File: config.mk
export PLATFORM = sky130hd
export DESIGN_NAME = keyed_slot_registry
export DESIGN_NICKNAME = d
export VERILOG_FILES = /design/src/rtl/core/kslot_pkg.sv /design/src/rtl/core/kslot_ram.sv /design/src/rtl/core/kslot_ctrl.sv /design/src/rtl/core/keyed_slot_registry.sv
export SDC_FILE = /design/constraint.sdc
export NUM_CORES = 2
export LEC_CHECK = 0
export BUFFER_PORTS_ARGS = -buffer_cell sky130_fd_sc_hd__buf_2
export CELL_PAD_IN_SITES_DETAIL_PLACEMENT = 1
export CELL_PAD_IN_SITES_GLOBAL_PLACEMENT = 1
export CORE_AREA = 2 2 351 422
export CTS_BUF_LIST = sky130_fd_sc_hd__clkbuf_2
export CTS_CLUSTER_SIZE = 10
export DETAILED_ROUTE_END_ITERATION = 10
export DIE_AREA = 0 0 353 424
export PLACE_DENSITY = 0.86
export SKIP_LAST_GASP = 1
export SYNTH_ARGS = -nofsm -noshare
export SYNTH_HDL_FRONTEND = slang
export SYNTH_SLANG_ARGS = --single-unit
File: constraint.sdc
create_clock -name clk_i -period 23.2 [get_ports clk_i]
set_input_delay 3.48 -clock clk_i [delete_from_list [all_inputs] [get_ports clk_i]]
set_output_delay 3.48 -clock clk_i [all_outputs]
set_load 0.01 [all_outputs]
File: src/rtl/core/kslot_pkg.sv
// ----------------------------------------------------------------------------
// kslot_pkg
// Shared types and action codes for the keyed slot registry.
// ----------------------------------------------------------------------------
package kslot_pkg;

  localparam logic [2:0] ACT_RESOLVE = 3'd0;
  localparam logic [2:0] ACT_BEGIN   = 3'd1;
  localparam logic [2:0] ACT_COMMIT  = 3'd2;
  localparam logic [2:0] ACT_MARK    = 3'd3;
  localparam logic [2:0] ACT_CLEAR   = 3'd4;

  typedef struct packed {
    logic [2:0]  action;
    logic [31:0] key;
    logic [15:0] ctx_id;
    logic [63:0] seed_data;
  } kslot_in_t;

  typedef struct packed {
    logic [4:0]  slot;
    logic        no_slot;
    logic        conflict;
    logic        write_init;
    logic [63:0] init_value_out;
    logic        released;
    logic        last;
  } kslot_out_t;

endpackage

File: src/rtl/core/kslot_ram.sv
// ----------------------------------------------------------------------------
// kslot_ram
// Single write port, single read port RAM with registered read data.
// ----------------------------------------------------------------------------
module kslot_ram #(
  parameter int Depth = 32,
  parameter int Width = 8
) (
  input  logic                     clk_i,
  input  logic                     we_i,
  input  logic [$clog2(Depth)-1:0] waddr_i,
  input  logic [Width-1:0]         wdata_i,
  input  logic                     re_i,
  input  logic [$clog2(Depth)-1:0] raddr_i,
  output logic [Width-1:0]         rdata_o
);

  logic [Width-1:0] mem [Depth];
  logic [Width-1:0] rdata_q;

  always_ff @(posedge clk_i) begin
    if (we_i) begin
      mem[waddr_i] <= wdata_i;
    end
    if (re_i) begin
      rdata_q <= mem[raddr_i];
    end
  end

  assign rdata_o = rdata_q;

endmodule

File: src/rtl/core/kslot_ctrl.sv
// ----------------------------------------------------------------------------
// kslot_ctrl
// Sequencer: scans the entry RAM, allocates from the free stack or the fresh
// counter, compacts on commit, and hands result words to the output stage.
// ----------------------------------------------------------------------------
module kslot_ctrl #(
  parameter int MaxSlots = 32,
  parameter int KeyBits  = 32
) (
  input  logic                  clk_i,
  input  logic                  rst_ni,
  input  logic                  accept_i,
  input  kslot_pkg::kslot_in_t  in_word_i,
  output logic                  busy_o,
  input  logic                  out_ok_i,
  output logic                  emit_o,
  output kslot_pkg::kslot_out_t emit_word_o
);
  import kslot_pkg::*;

  localparam int IW = $clog2(MaxSlots);
  localparam int CW = $clog2(MaxSlots + 1);
  localparam int KW = (KeyBits < 32) ? KeyBits : 32;
  localparam int EW = KW + IW + 16;
  localparam logic [CW-1:0] MaxCnt = CW'(MaxSlots);

  typedef enum logic [2:0] {
    ST_IDLE, ST_SCAN_RD, ST_SCAN_EV, ST_POP_RD, ST_POP_EV, ST_FINISH
  } state_e;

  state_e               state_q, state_d;
  logic [CW-1:0]        idx_q, idx_d, wr_q, wr_d;
  logic [CW-1:0]        total_q, total_d, free_q, free_d, fresh_q, fresh_d;
  logic [MaxSlots-1:0]  active_q, active_d, infree_q, infree_d;
  logic [2:0]           act_q, act_d;
  logic [KW-1:0]        key_q, key_d;
  logic [15:0]          ctx_q, ctx_d;
  logic [63:0]          init_q, init_d;

  logic                 e_we, e_re;
  logic [IW-1:0]        e_waddr;
  logic [EW-1:0]        e_wdata, e_rdata;
  logic                 s_we, s_re;
  logic [IW-1:0]        s_waddr, s_raddr;
  logic [IW-1:0]        s_wdata, s_rdata;

  logic [KW-1:0]        rd_key;
  logic [IW-1:0]        rd_slot;
  logic [15:0]          rd_owner;
  logic [IW-1:0]        ci, ti;

  assign {rd_key, rd_slot, rd_owner} = e_rdata;
  assign ci = idx_q[IW-1:0];
  assign ti = total_q[IW-1:0];

  kslot_ram #(.Depth(MaxSlots), .Width(EW)) u_entry_ram (
    .clk_i, .we_i(e_we), .waddr_i(e_waddr), .wdata_i(e_wdata),
    .re_i(e_re), .raddr_i(ci), .rdata_o(e_rdata)
  );

  kslot_ram #(.Depth(MaxSlots), .Width(IW)) u_free_ram (
    .clk_i, .we_i(s_we), .waddr_i(s_waddr), .wdata_i(s_wdata),
    .re_i(s_re), .raddr_i(s_raddr), .rdata_o(s_rdata)
  );

  always_comb begin
    state_d  = state_q;
    idx_d    = idx_q;
    wr_d     = wr_q;
    total_d  = total_q;
    free_d   = free_q;
    fresh_d  = fresh_q;
    active_d = active_q;
    infree_d = infree_q;
    act_d    = act_q;
    key_d    = key_q;
    ctx_d    = ctx_q;
    init_d   = init_q;
    e_we     = 1'b0;
    e_re     = 1'b0;
    e_waddr  = ti;
    e_wdata  = {key_q, IW'(0), ctx_q};
    s_we     = 1'b0;
    s_re     = 1'b0;
    s_waddr  = free_q[IW-1:0];
    s_wdata  = rd_slot;
    s_raddr  = IW'(free_q - 1'b1);
    emit_o   = 1'b0;
    emit_word_o = '0;

    unique case (state_q)
      ST_IDLE: begin
        if (accept_i) begin
          act_d  = in_word_i.action;
          key_d  = in_word_i.key[KW-1:0];
          ctx_d  = in_word_i.ctx_id;
          init_d = in_word_i.seed_data;
          idx_d  = '0;
          wr_d   = '0;
          case (in_word_i.action)
            ACT_RESOLVE: state_d = ST_SCAN_RD;
            ACT_BEGIN, ACT_COMMIT: begin
              state_d = (in_word_i.ctx_id == 16'd0) ? ST_FINISH : ST_SCAN_RD;
            end
            ACT_MARK: begin
              active_d = '0;
              state_d  = ST_FINISH;
            end
            ACT_CLEAR: begin
              active_d = '0;
              infree_d = '0;
              total_d  = '0;
              free_d   = '0;
              state_d  = ST_FINISH;
            end
            default: state_d = ST_FINISH;
          endcase
        end
      end

      ST_SCAN_RD: begin
        if (idx_q < total_q) begin
          e_re    = 1'b1;
          state_d = ST_SCAN_EV;
        end else if (act_q == ACT_RESOLVE) begin
          if (total_q >= MaxCnt || (free_q == '0 && fresh_q >= MaxCnt)) begin
            if (out_ok_i) begin
              emit_o              = 1'b1;
              emit_word_o.no_slot = 1'b1;
              emit_word_o.last    = 1'b1;
              state_d             = ST_IDLE;
            end
          end else if (free_q != '0) begin
            state_d = ST_POP_RD;
          end else if (out_ok_i) begin
            e_we                       = 1'b1;
            e_wdata                    = {key_q, fresh_q[IW-1:0], ctx_q};
            active_d[ti]               = 1'b1;
            total_d                    = total_q + 1'b1;
            fresh_d                    = fresh_q + 1'b1;
            emit_o                     = 1'b1;
            emit_word_o.slot           = 5'(fresh_q[IW-1:0]);
            emit_word_o.write_init     = 1'b1;
            emit_word_o.init_value_out = init_q;
            emit_word_o.last           = 1'b1;
            state_d                    = ST_IDLE;
          end
        end else begin
          if (act_q == ACT_COMMIT) begin
            total_d = wr_q;
          end
          state_d = ST_FINISH;
        end
      end

      ST_SCAN_EV: begin
        case (act_q)
          ACT_RESOLVE: begin
            if (rd_key == key_q) begin
              if (out_ok_i) begin
                emit_o           = 1'b1;
                emit_word_o.last = 1'b1;
                state_d          = ST_IDLE;
                if (ctx_q != 16'd0 && rd_owner != 16'd0 && rd_owner != ctx_q) begin
                  emit_word_o.no_slot  = 1'b1;
                  emit_word_o.conflict = 1'b1;
                end else begin
                  if (rd_owner == 16'd0) begin
                    e_we    = 1'b1;
                    e_waddr = ci;
                    e_wdata = {rd_key, rd_slot, ctx_q};
                  end
                  active_d[ci]     = 1'b1;
                  emit_word_o.slot = 5'(rd_slot);
                end
              end
            end else begin
              idx_d   = idx_q + 1'b1;
              state_d = ST_SCAN_RD;
            end
          end
          ACT_BEGIN: begin
            if (rd_owner == ctx_q) begin
              active_d[ci] = 1'b0;
            end
            idx_d   = idx_q + 1'b1;
            state_d = ST_SCAN_RD;
          end
          ACT_COMMIT: begin
            if (rd_owner == ctx_q && !active_q[ci]) begin
              if (out_ok_i) begin
                emit_o               = 1'b1;
                emit_word_o.slot     = 5'(rd_slot);
                emit_word_o.released = 1'b1;
                if (!infree_q[rd_slot] && free_q < MaxCnt) begin
                  s_we              = 1'b1;
                  free_d            = free_q + 1'b1;
                  infree_d[rd_slot] = 1'b1;
                end
                idx_d   = idx_q + 1'b1;
                state_d = ST_SCAN_RD;
              end
            end else begin
              if (wr_q != idx_q) begin
                e_we                     = 1'b1;
                e_waddr                  = wr_q[IW-1:0];
                e_wdata                  = e_rdata;
                active_d[wr_q[IW-1:0]]   = active_q[ci];
              end
              wr_d    = wr_q + 1'b1;
              idx_d   = idx_q + 1'b1;
              state_d = ST_SCAN_RD;
            end
          end
          default: state_d = ST_FINISH;
        endcase
      end

      ST_POP_RD: begin
        s_re    = 1'b1;
        state_d = ST_POP_EV;
      end

      ST_POP_EV: begin
        if (out_ok_i) begin
          free_d                     = free_q - 1'b1;
          infree_d[s_rdata]          = 1'b0;
          e_we                       = 1'b1;
          e_wdata                    = {key_q, s_rdata, ctx_q};
          active_d[ti]               = 1'b1;
          total_d                    = total_q + 1'b1;
          emit_o                     = 1'b1;
          emit_word_o.slot           = 5'(s_rdata);
          emit_word_o.write_init     = 1'b1;
          emit_word_o.init_value_out = init_q;
          emit_word_o.last           = 1'b1;
          state_d                    = ST_IDLE;
        end
      end

      ST_FINISH: begin
        if (out_ok_i) begin
          emit_o           = 1'b1;
          emit_word_o.last = 1'b1;
          state_d          = ST_IDLE;
        end
      end

      default: state_d = ST_IDLE;
    endcase
  end

  always_ff @(posedge clk_i or negedge rst_ni) begin
    if (!rst_ni) begin
      state_q  <= ST_IDLE;
      idx_q    <= '0;
      wr_q     <= '0;
      total_q  <= '0;
      free_q   <= '0;
      fresh_q  <= '0;
      active_q <= '0;
      infree_q <= '0;
    end else begin
      state_q  <= state_d;
      idx_q    <= idx_d;
      wr_q     <= wr_d;
      total_q  <= total_d;
      free_q   <= free_d;
      fresh_q  <= fresh_d;
      active_q <= active_d;
      infree_q <= infree_d;
    end
  end

  always_ff @(posedge clk_i) begin
    act_q  <= act_d;
    key_q  <= key_d;
    ctx_q  <= ctx_d;
    init_q <= init_d;
  end

  assign busy_o = (state_q != ST_IDLE);

  a_total_bound: assert property (@(posedge clk_i) disable iff (!rst_ni)
    total_q <= MaxCnt) else $error("entry count overflow");
  a_free_members: assert property (@(posedge clk_i) disable iff (!rst_ni)
    $countones(infree_q) == int'(free_q)) else $error("free set out of sync");
  a_compact_order: assert property (@(posedge clk_i) disable iff (!rst_ni)
    wr_q <= idx_q) else $error("compaction write passed read");
  a_last_idle: assert property (@(posedge clk_i) disable iff (!rst_ni)
    emit_o && emit_word_o.last |=> state_q == ST_IDLE) else $error("last without idle");
  a_fresh_bound: assert property (@(posedge clk_i) disable iff (!rst_ni)
    fresh_q <= MaxCnt) else $error("fresh counter overflow");

endmodule

File: src/rtl/core/keyed_slot_registry.sv
// ----------------------------------------------------------------------------
// keyed_slot_registry
// Key to slot registry with owner contexts, active marks and a free stack.
// Flow: mark-all, clear and unknown actions go straight to the last word; begin
//   and commit with a nonzero context scan every entry; resolve scans to a key hit,
//   or all entries on a miss and then allocates if room (popping the free stack first).
// Throughput: one item at a time; the RAM scan reads, then evaluates each entry.
// Reset: table, free stack and fresh counter empty; no clearing pass.
// ----------------------------------------------------------------------------
module keyed_slot_registry #(
  parameter int MAX_SLOTS = 32,
  parameter int KEY_BITS  = 32
) (
  input  logic                  clk_i,
  input  logic                  rst_ni,
  input  logic                  in_valid_i,
  output logic                  in_stall_o,
  input  kslot_pkg::kslot_in_t  in_word_i,
  output logic                  out_valid_o,
  input  logic                  out_stall_i,
  output kslot_pkg::kslot_out_t out_word_o
);
  import kslot_pkg::*;

  logic       busy, emit, out_ok, out_valid_q;
  kslot_out_t emit_word, out_word_q;

  assign in_stall_o = busy;
  assign out_ok     = !out_valid_q || !out_stall_i;

  kslot_ctrl #(.MaxSlots(MAX_SLOTS), .KeyBits(KEY_BITS)) u_ctrl (
    .clk_i, .rst_ni,
    .accept_i(in_valid_i && !busy),
    .in_word_i,
    .busy_o(busy),
    .out_ok_i(out_ok),
    .emit_o(emit),
    .emit_word_o(emit_word)
  );

  always_ff @(posedge clk_i or negedge rst_ni) begin
    if (!rst_ni) begin
      out_valid_q <= 1'b0;
    end else if (out_ok) begin
      out_valid_q <= emit;
    end
  end

  always_ff @(posedge clk_i) begin
    if (out_ok && emit) begin
      out_word_q <= emit_word;
    end
  end

  assign out_valid_o = out_valid_q;
  assign out_word_o  = out_word_q;

endmodule
# Word level (Yosys, flattened, before mapping)
# Memory sizes are Yosys's and may differ from the RTL's. A register that Yosys moved wholly into a read port is not among the register bits.
# Index checks and enable logic that the tools add are counted.
classes:
  add_sub_neg: 6
  mul: 0
  div_mod_pow: 0
  order_cmp: 14
  eq_ne: 40
  shift: 0
  mux: 154
  n_bitwise: 10
  n_reduce_logical: 46
ops:
  columns: ["op", "n"]
  rows:
  - ["two-way mux 32 bit", 20]
  - ["two-way mux 65 bit", 5]
  - ["two-way mux 53 bit", 6]
  - ["case mux 32 bit (3 select lines)", 2]
  - ["case mux 53 bit (3 select lines)", 1]
  - ["case mux 65 bit (2 select lines)", 1]
  - ["case mux 32 bit (4 select lines)", 1]
  - ["two-way mux 21 bit", 6]
  - ["two-way mux 6 bit", 21]
  - ["case mux 53 bit (2 select lines)", 1]
  - ["OR 32 bit", 3]
  - ["two-way mux 5 bit", 14]
  - ["AND 32 bit", 2]
  - ["inverter 32 bit", 2]
  - ["case mux 6 bit (3 select lines)", 3]
  - ["two-way mux 1 bit", 37]
  - ["bitwise mux 32 bit", 1]
  - ["equality test 32 bit", 1]
  - ["logical NOT 16 bit", 2]
  - ["nonzero test 16 bit", 2]
  - ["adder 6 x 1 -> 6 bit (second input constant)", 5]
  - ["< comparator 5 x 6 -> 1 bit (second input constant)", 5]
  - ["two-way mux 3 bit", 10]
  - ["demux 1 bit (select 5 bit)", 5]
  - ["other kinds (47)", 114]
word_totals:
  reg_bits: 287
  latchBits: 0
  mem_bits_rw: 1856
  rom_bits: 0
  inputBits: 119
  elab_cells: 292
  n_memories: 2
memory_table:
  columns: ["memory", "depth", "word_bits", "rd", "rd_clocked_by_memory_dff", "wr", "line", "source"]
  rows:
  - ["u_ctrl.u_entry_ram.mem", 32, 53, 1, 1, 1, "kslot_ram.sv:18", "logic [Width-1:0] mem [Depth];"]
  - ["u_ctrl.u_free_ram.mem", 32, 5, 1, 1, 1, "kslot_ram.sv:18", null]

# Logic depth before layout (Yosys ltp)
depth:
  depth_word: 11
  depth_mapped: 13
  mapped_depth_nobuf: 9

# Hierarchy
# Synthesis repeated with hierarchy kept, for this count alone.
hier_totals:
  hier_cells: 5463
  area_unflattened_um2: 89085.4
modules_own_cells:
  columns: ["mod", "n_inst", "cells_each", "area_each_um2", "seq_area_each_um2"]
  rows:
  - ["kslot_ram (u_ctrl.u_entry_ram)", 1, 3711, 67278.3, 52520.4]
  - ["kslot_ctrl", 1, 1396, 13136.3, 5880.6]
  - ["kslot_ram (u_ctrl.u_free_ram)", 1, 277, 6394.9, 4954.8]
  - ["keyed_slot_registry", 1, 79, 2275.9, 2247.2]

# Least setup slack after synthesis
# Ideal clock, no wire load.
synth_path:
  path_kind: "in2reg"
  from: "input out_stall_i"
  to: "register out_word_q, in the netlist out_word_o[0] (enable)"
  setup_ps: 608
  arrival_time_ps: 9197
  t_required_ps: 22592
  setup_slack_ps: 13395
  cell_stages: 4
  n_path_buf: 2
  cell_sequence: "and2_1 > buf_4 > clkbuf_1 > o21ai_0"
synth_via:
  elab_chain_cells: 9
  elab_cells_between_ends: 12
  cone_classes: "mux (9); reduce/logical (3)"
synth_rtl:
  columns: ["element", "line", "source"]
  rows:
  - ["start, declared", "keyed_slot_registry.sv:20", "input logic out_stall_i,"]
  - ["logical NOT 1 bit *", "keyed_slot_registry.sv:29", "assign out_ok = !out_valid_q || !out_stall_i;"]
  - ["logical OR 1 bit *", "keyed_slot_registry.sv:29", null]
  - ["two-way mux 1 bit", null, null]
  - ["two-way mux 1 bit", "kslot_ctrl.sv:133", "end else if (free_q != '0) begin"]
  - ["two-way mux 1 bit", "kslot_ctrl.sv:126", "if (total_q >= MaxCnt || (free_q == '0 && fresh_q >= MaxCnt)) begin"]
  - ["two-way mux 1 bit", "kslot_ctrl.sv:125", "end else if (act_q == ACT_RESOLVE) begin"]
  - ["two-way mux 1 bit", "kslot_ctrl.sv:122", "if (idx_q < total_q) begin"]
  - ["case mux 1 bit (3 select lines)", "kslot_ctrl.sv:91", "unique case (state_q)"]
  - ["logical AND 1 bit *", "keyed_slot_registry.sv:50", "if (out_ok && emit) begin"]
  - ["end signal, assigned", "keyed_slot_registry.sv:51", "out_word_q <= emit_word;"]
  - ["end, declared", "keyed_slot_registry.sv:26", "kslot_out_t emit_word, out_word_q;"]
# Mark *: on every way between the ends. The rest lies on a longest branch, timed or not.
# A chain may end at the register's enable or synchronous reset.

# Worst setup path after layout
layout_path:
  from: "register u_ctrl.key_q[17]"
  to: "memory u_ctrl.u_entry_ram.mem[4][48] (netlist name) (enable)"
layout_via:
  elab_chain_cells: 6
  elab_cells_between_ends: 9
  cone_classes: "eq/ne (1); mux (8)"
layout_rtl:
  columns: ["element", "line", "source"]
  rows:
  - ["start, declared", "kslot_ctrl.sv:36", "logic [KW-1:0] key_q, key_d;"]
  - ["start signal, assigned", "kslot_ctrl.sv:277", "key_q <= key_d;"]
  - ["equality test 32 bit *", "kslot_ctrl.sv:159", "if (rd_key == key_q) begin"]
  - ["two-way mux 1 bit", "kslot_ctrl.sv:159", null]
  - ["case mux 1 bit (2 select lines)", "kslot_ctrl.sv:157", "case (act_q)"]
  - ["case mux 1 bit (3 select lines)", "kslot_ctrl.sv:91", null]
  - ["two-way mux 1 bit", "kslot_ram.sv:22", "if (we_i) begin"]
  - ["two-way mux 1 bit (implied by the code)", "kslot_ram.sv:23", "mem[waddr_i] <= wdata_i;"]
  - ["end, declared", "kslot_ram.sv:18", null]
# Marked as above.

==> results.txt <==
- No sink is reached through more buffers than the 4 on the longest clock path.
* Clock Pin Slew Worst Setup and Hold Paths: 130 ps
- Leakage power summed over all cells: about 31 nW
* # DRC: 0
- CORE AREA: about 150000 um^2
- Of the cells placed in the final design, the portion with a size suffix greater than 1 is 0.3242.
- STA puts the critical path data required time at 24630 ps.
* Buffer type at the clock tree root: sky130_fd_sc_hd__clkbuf_2
* Number of instances resized during post-cts repair: 0
- Synth Area per Inst: 20.15 um^2
* Critical Setup Path Class: reg2reg
* Max frequency: 0.1424 GHz
- Arrival time worst endpoint: 8450 ps
- In the post-synthesis netlist, the cell with the most instances is sky130_fd_sc_hd__edfxtp_1.
- For the pin with the worst max-slew slack, the measured transition is ~1500 ps.
- Of the post-synthesis cell area, the dominant cell type holds 0.7274.
- Post-route ant nets: 0
- In this design, the stage delay of the slowest critical-path cell is about 1300 ps.
- RSZ-0062 raised after global routing: no
* Synthesis-to-finish area growth: 8.890%
* Count of endpoints failing setup in the final report: 0
- For this configuration, the core starts out at a cell density of 0.5944.
- Height of the chip: around 420 um
- Of the available clock period, the critical path in the final layout requires 0.3028.
- Normalized max-slew margin: 0.02157
- Gate Count Post-Synth: 4309
- Length of the first detailed-routing pass in iterations: 6
* Max Cap Viol: 0
- After routing, the total negative slack on setup checks comes to 0 ps.
- For this design, the sink count on the clock tree is 2201.
* Via-per-instance ratio: 7.081
* Initial antenna violation count: 7
* Largest fanout on the critical path: 35
* Count of routing violations after the opening detailed-route iteration: ~7900
* Total routed wirelength: between 200000 and 300000 um
* Predominant post-synthesis flop cell: sky130_fd_sc_hd__edfxtp_1
* Endpoint type of the worst setup path: flip-flop
- The routed design could run at a clock period as short as 7024 ps.
- Top-Level Pins: 195
- Final weighted congestion in routability-driven placement: 0.9128
- Cell breakdown of the critical path: xor2_1 -> nor4_1 -> nand4_1 -> nor4b_2 -> a21oi_4 -> buf_4 -> a32oi_1 -> nand3_1 -> nor2_4 -> buf_4
* Cell types with the largest area share after synthesis: sky130_fd_sc_hd__edfxtp_1 73%, sky130_fd_sc_hd__mux4_2 13%, sky130_fd_sc_hd__dfrtp_1 2.8%
- The final route contains 50744 vias.
- The number of buffers and inverters on the critical path is 2.
- The final-report hold violation count is 0.
* Cell taking the most area after synthesis: sky130_fd_sc_hd__edfxtp_1
* Width of the die: 353 um
- Distinct cell type count of the synthesized netlist: 96
- Overall track demand over capacity in global routing: 0.3575
* Number of buffers inserted to repair setup after CTS: 0
- The via count of the first global-routing pass was 53392.
- At the later pin of the worst-skew pair, clock insertion delay measures 1980 ps.
- Most frequent cell on the critical path: sky130_fd_sc_hd__buf_4
- Entering global routing, the biggest net connects 122 pins.
* Slowest cell on crit path: sky130_fd_sc_hd__nor2_4
- The initialized floorplan defines 154 standard-cell rows.
- The H-tree was split into 6 levels.
- Portion of the post-synthesis area used by sequential elements: 0.7557
* Maximum vdd ir drop: 0.08567 mV
- Counting instances in the post-synthesis netlist gives the leading cell types as 2103 x sky130_fd_sc_hd__edfxtp_1, 482 x sky130_fd_sc_hd__mux4_2, 214 x sky130_fd_sc_hd__a22oi_1, 172 x sky130_fd_sc_hd__clkbuf_1, 146 x sky130_fd_sc_hd__nand2_1.
- After the last flow step, the layout net total stands at 5009.
- WL/cell: between 30 and 40 um
* Final HPWL DP: 140000 um
- Critical path launch point type: flip-flop
* Count of flip-flops with a built-in enable after synthesis: 2103
- In this run the power density over the cells is about 96 nW/um^2.
* Share of flip-flops with an asynchronous set or reset: 0.04453
* Number of buffers added by the clock tree synthesis step: approximately 530
* Synth Cell Area: 86810 um^2
- Total die area: 149700 um^2
- The run finished with clean final reports.
- During placement, the flow inserted port buffers numbering 194.
* Total congestion overflow after global routing: 0
- Hold Crit Class: reg2reg
- TritonCTS clock tree: built
* Number of synthesized register bits: 2201
- Layout Skew: 229.1 ps
- Max-slew violations: 0
* Wire length of the first global-routing pass: 381400 um
- Synth warnings: 0
* Crit-path leading delay family: simple AND/OR/NAND/NOR gates
* Power after layout: 9.073 mW
- Post-CTS Hold Buffers: 0
- When the netlist entered floorplanning its net count stood at 4452.
## metal layers
metal,GRT usage,wire length (um),up-vias
li1,-,-,19312
met1,0.4560,88010,25890
met2,0.5694,128500,4573
met3,0.08465,31040,963
met4,0.2057,16830,6
met5,0,72,-
## sequential cells by signal, indices dropped and copies added (netlist names), 16 cells and up
register,count
u_ctrl.active_q,32
out_word_o,74
u_ctrl.u_free_ram.mem,160
u_ctrl.infree_q,32
u_ctrl.u_entry_ram.mem,1696
u_ctrl.key_q,32
u_ctrl.u_entry_ram.rdata_o,53
u_ctrl.init_q,64
u_ctrl.ctx_q,16
## placed cells by master (no fill, tap or decap), types with 11 or more instances in the layout
cell	synthesis	layout
sky130_fd_sc_hd__nor3_1	44	21
sky130_fd_sc_hd__buf_2	12	193
sky130_fd_sc_hd__mux2i_1	55	55
sky130_fd_sc_hd__a22oi_1	214	214
sky130_fd_sc_hd__inv_2	1	16
sky130_fd_sc_hd__ha_1	24	24
sky130_fd_sc_hd__inv_1	24	24
sky130_fd_sc_hd__edfxtp_1	2103	2103
sky130_fd_sc_hd__a2bb2oi_1	16	16
sky130_fd_sc_hd__nand4_1	62	62
sky130_fd_sc_hd__nor2b_1	71	71
sky130_fd_sc_hd__nor4_1	25	25
sky130_fd_sc_hd__xor2_1	56	56
sky130_fd_sc_hd__nor3_2	1	24
sky130_fd_sc_hd__nand3_1	38	38
sky130_fd_sc_hd__o22a_1	16	16
sky130_fd_sc_hd__nor2_4	0	19
sky130_fd_sc_hd__clkbuf_2	2	741
sky130_fd_sc_hd__o221a_2	28	28
sky130_fd_sc_hd__a21oi_1	65	64
sky130_fd_sc_hd__nand2b_1	12	12
sky130_fd_sc_hd__nand2_1	146	146
sky130_fd_sc_hd__clkinv_1	1	103
sky130_fd_sc_hd__and3_1	11	11
sky130_fd_sc_hd__mux2_2	24	24
sky130_fd_sc_hd__a211o_1	28	28
sky130_fd_sc_hd__dfrtp_1	98	95
sky130_fd_sc_hd__nor2_1	133	113
sky130_fd_sc_hd__buf_4	4	81
sky130_fd_sc_hd__a311o_1	24	24
sky130_fd_sc_hd__o21ai_0	76	74
sky130_fd_sc_hd__mux4_2	482	482
## cells by family (layout without fill, tap and decap cells)
| logic type | Yosys count | in the layout | share of synthesized area |
|---|---|---|---|
| buf+inv | 282 | 1179 | 0.01417 |
| simple gates | 604 | 604 | 0.03584 |
| xor+xnor | 67 | 67 | 0.006759 |
| other cells | 0 | 10 | 0 |
| fa+ha+maj | 25 | 25 | 0.003574 |
| compound gates | 569 | 569 | 0.04949 |
| mux | 561 | 561 | 0.1345 |
| flops | 2201 | 2201 | 0.7557 |
## worst register-to-register path: stages, from the launching register on
cell and delay (ps):
sky130_fd_sc_hd__edfxtp_1 520, sky130_fd_sc_hd__xor2_1 210, sky130_fd_sc_hd__nor4_1 820, sky130_fd_sc_hd__nand4_1 760, sky130_fd_sc_hd__nor4b_2 790, sky130_fd_sc_hd__a21oi_4 30, sky130_fd_sc_hd__buf_4 360, sky130_fd_sc_hd__a32oi_1 360
sky130_fd_sc_hd__nand3_1 720, sky130_fd_sc_hd__nor2_4 1270, sky130_fd_sc_hd__buf_4 710
## final timing paths
| check | to | slack (ps) | start | cells after the start |
|---|---|---|---|---|
| min | u_ctrl.infree_q[3]$_DFFE_PN0P_ | 500 | u_ctrl.infree_q[3]$_DFFE_PN0P_ | 1 |
| max reg2reg | u_ctrl.u_entry_ram.mem[4][48]$_DFFE_PP_ | 16180 | u_ctrl.key_q[17]$_DFFE_PP_ | 10 |
| max in group asynchronous | u_ctrl.active_q[30]$_DFFE_PN0P_ | 20160 | rst_ni | 2 |
| max | u_ctrl.u_entry_ram.mem[4][48]$_DFFE_PP_ | 16180 | u_ctrl.key_q[17]$_DFFE_PP_ | 10 |
| min in group asynchronous | u_ctrl.infree_q[23]$_DFFE_PN0P_ | 1590 | rst_ni | 1 |
| min reg2reg | u_ctrl.infree_q[3]$_DFFE_PN0P_ | 500 | u_ctrl.infree_q[3]$_DFFE_PN0P_ | 1 |
## cell type report
type | count | area, um^2
inverter | 26 | 97.59
sequential | 2201 | 65610
fill | 12560 | 51520
timing repair buffer | 278 | 1654
clock buffer | 741 | 3709
multi-input combinational | 1826 | 20300
tap | 1950 | 2440
clock inverter | 134 | 699.4
antenna | 10 | 25.02
## metrics by stage
stage | hold WS [ps] | worst slack (ps) | std cells | utilization | cell area (um^2)
after floorplan | 442.6 | 13400 | 4309 | - | 86810
after CTS | 499.3 | 16140 | 7156 | 0.6471 | 94510
final | 501.4 | 16180 | 7166 | 0.6472 | 94530
after global placement | 460.3 | 15150 | 6281 | 0.6169 | 90100
after global routing | 518.4 | 16070 | 7164 | 0.6472 | 94530
after detailed placement | 475.7 | 14850 | 6281 | 0.6169 | 90100
## report_power, final
group | switching (mW) | leakage [nW] | total (mW) | internal [mW]
Clock | 1.63 | 3.44 | 2.56 | 0.928
Combinational | 1.08 | 6.99 | 1.64 | 0.552
Sequential | 0.128 | 20.4 | 4.88 | 4.75
Power figures use the tool's default switching activity.
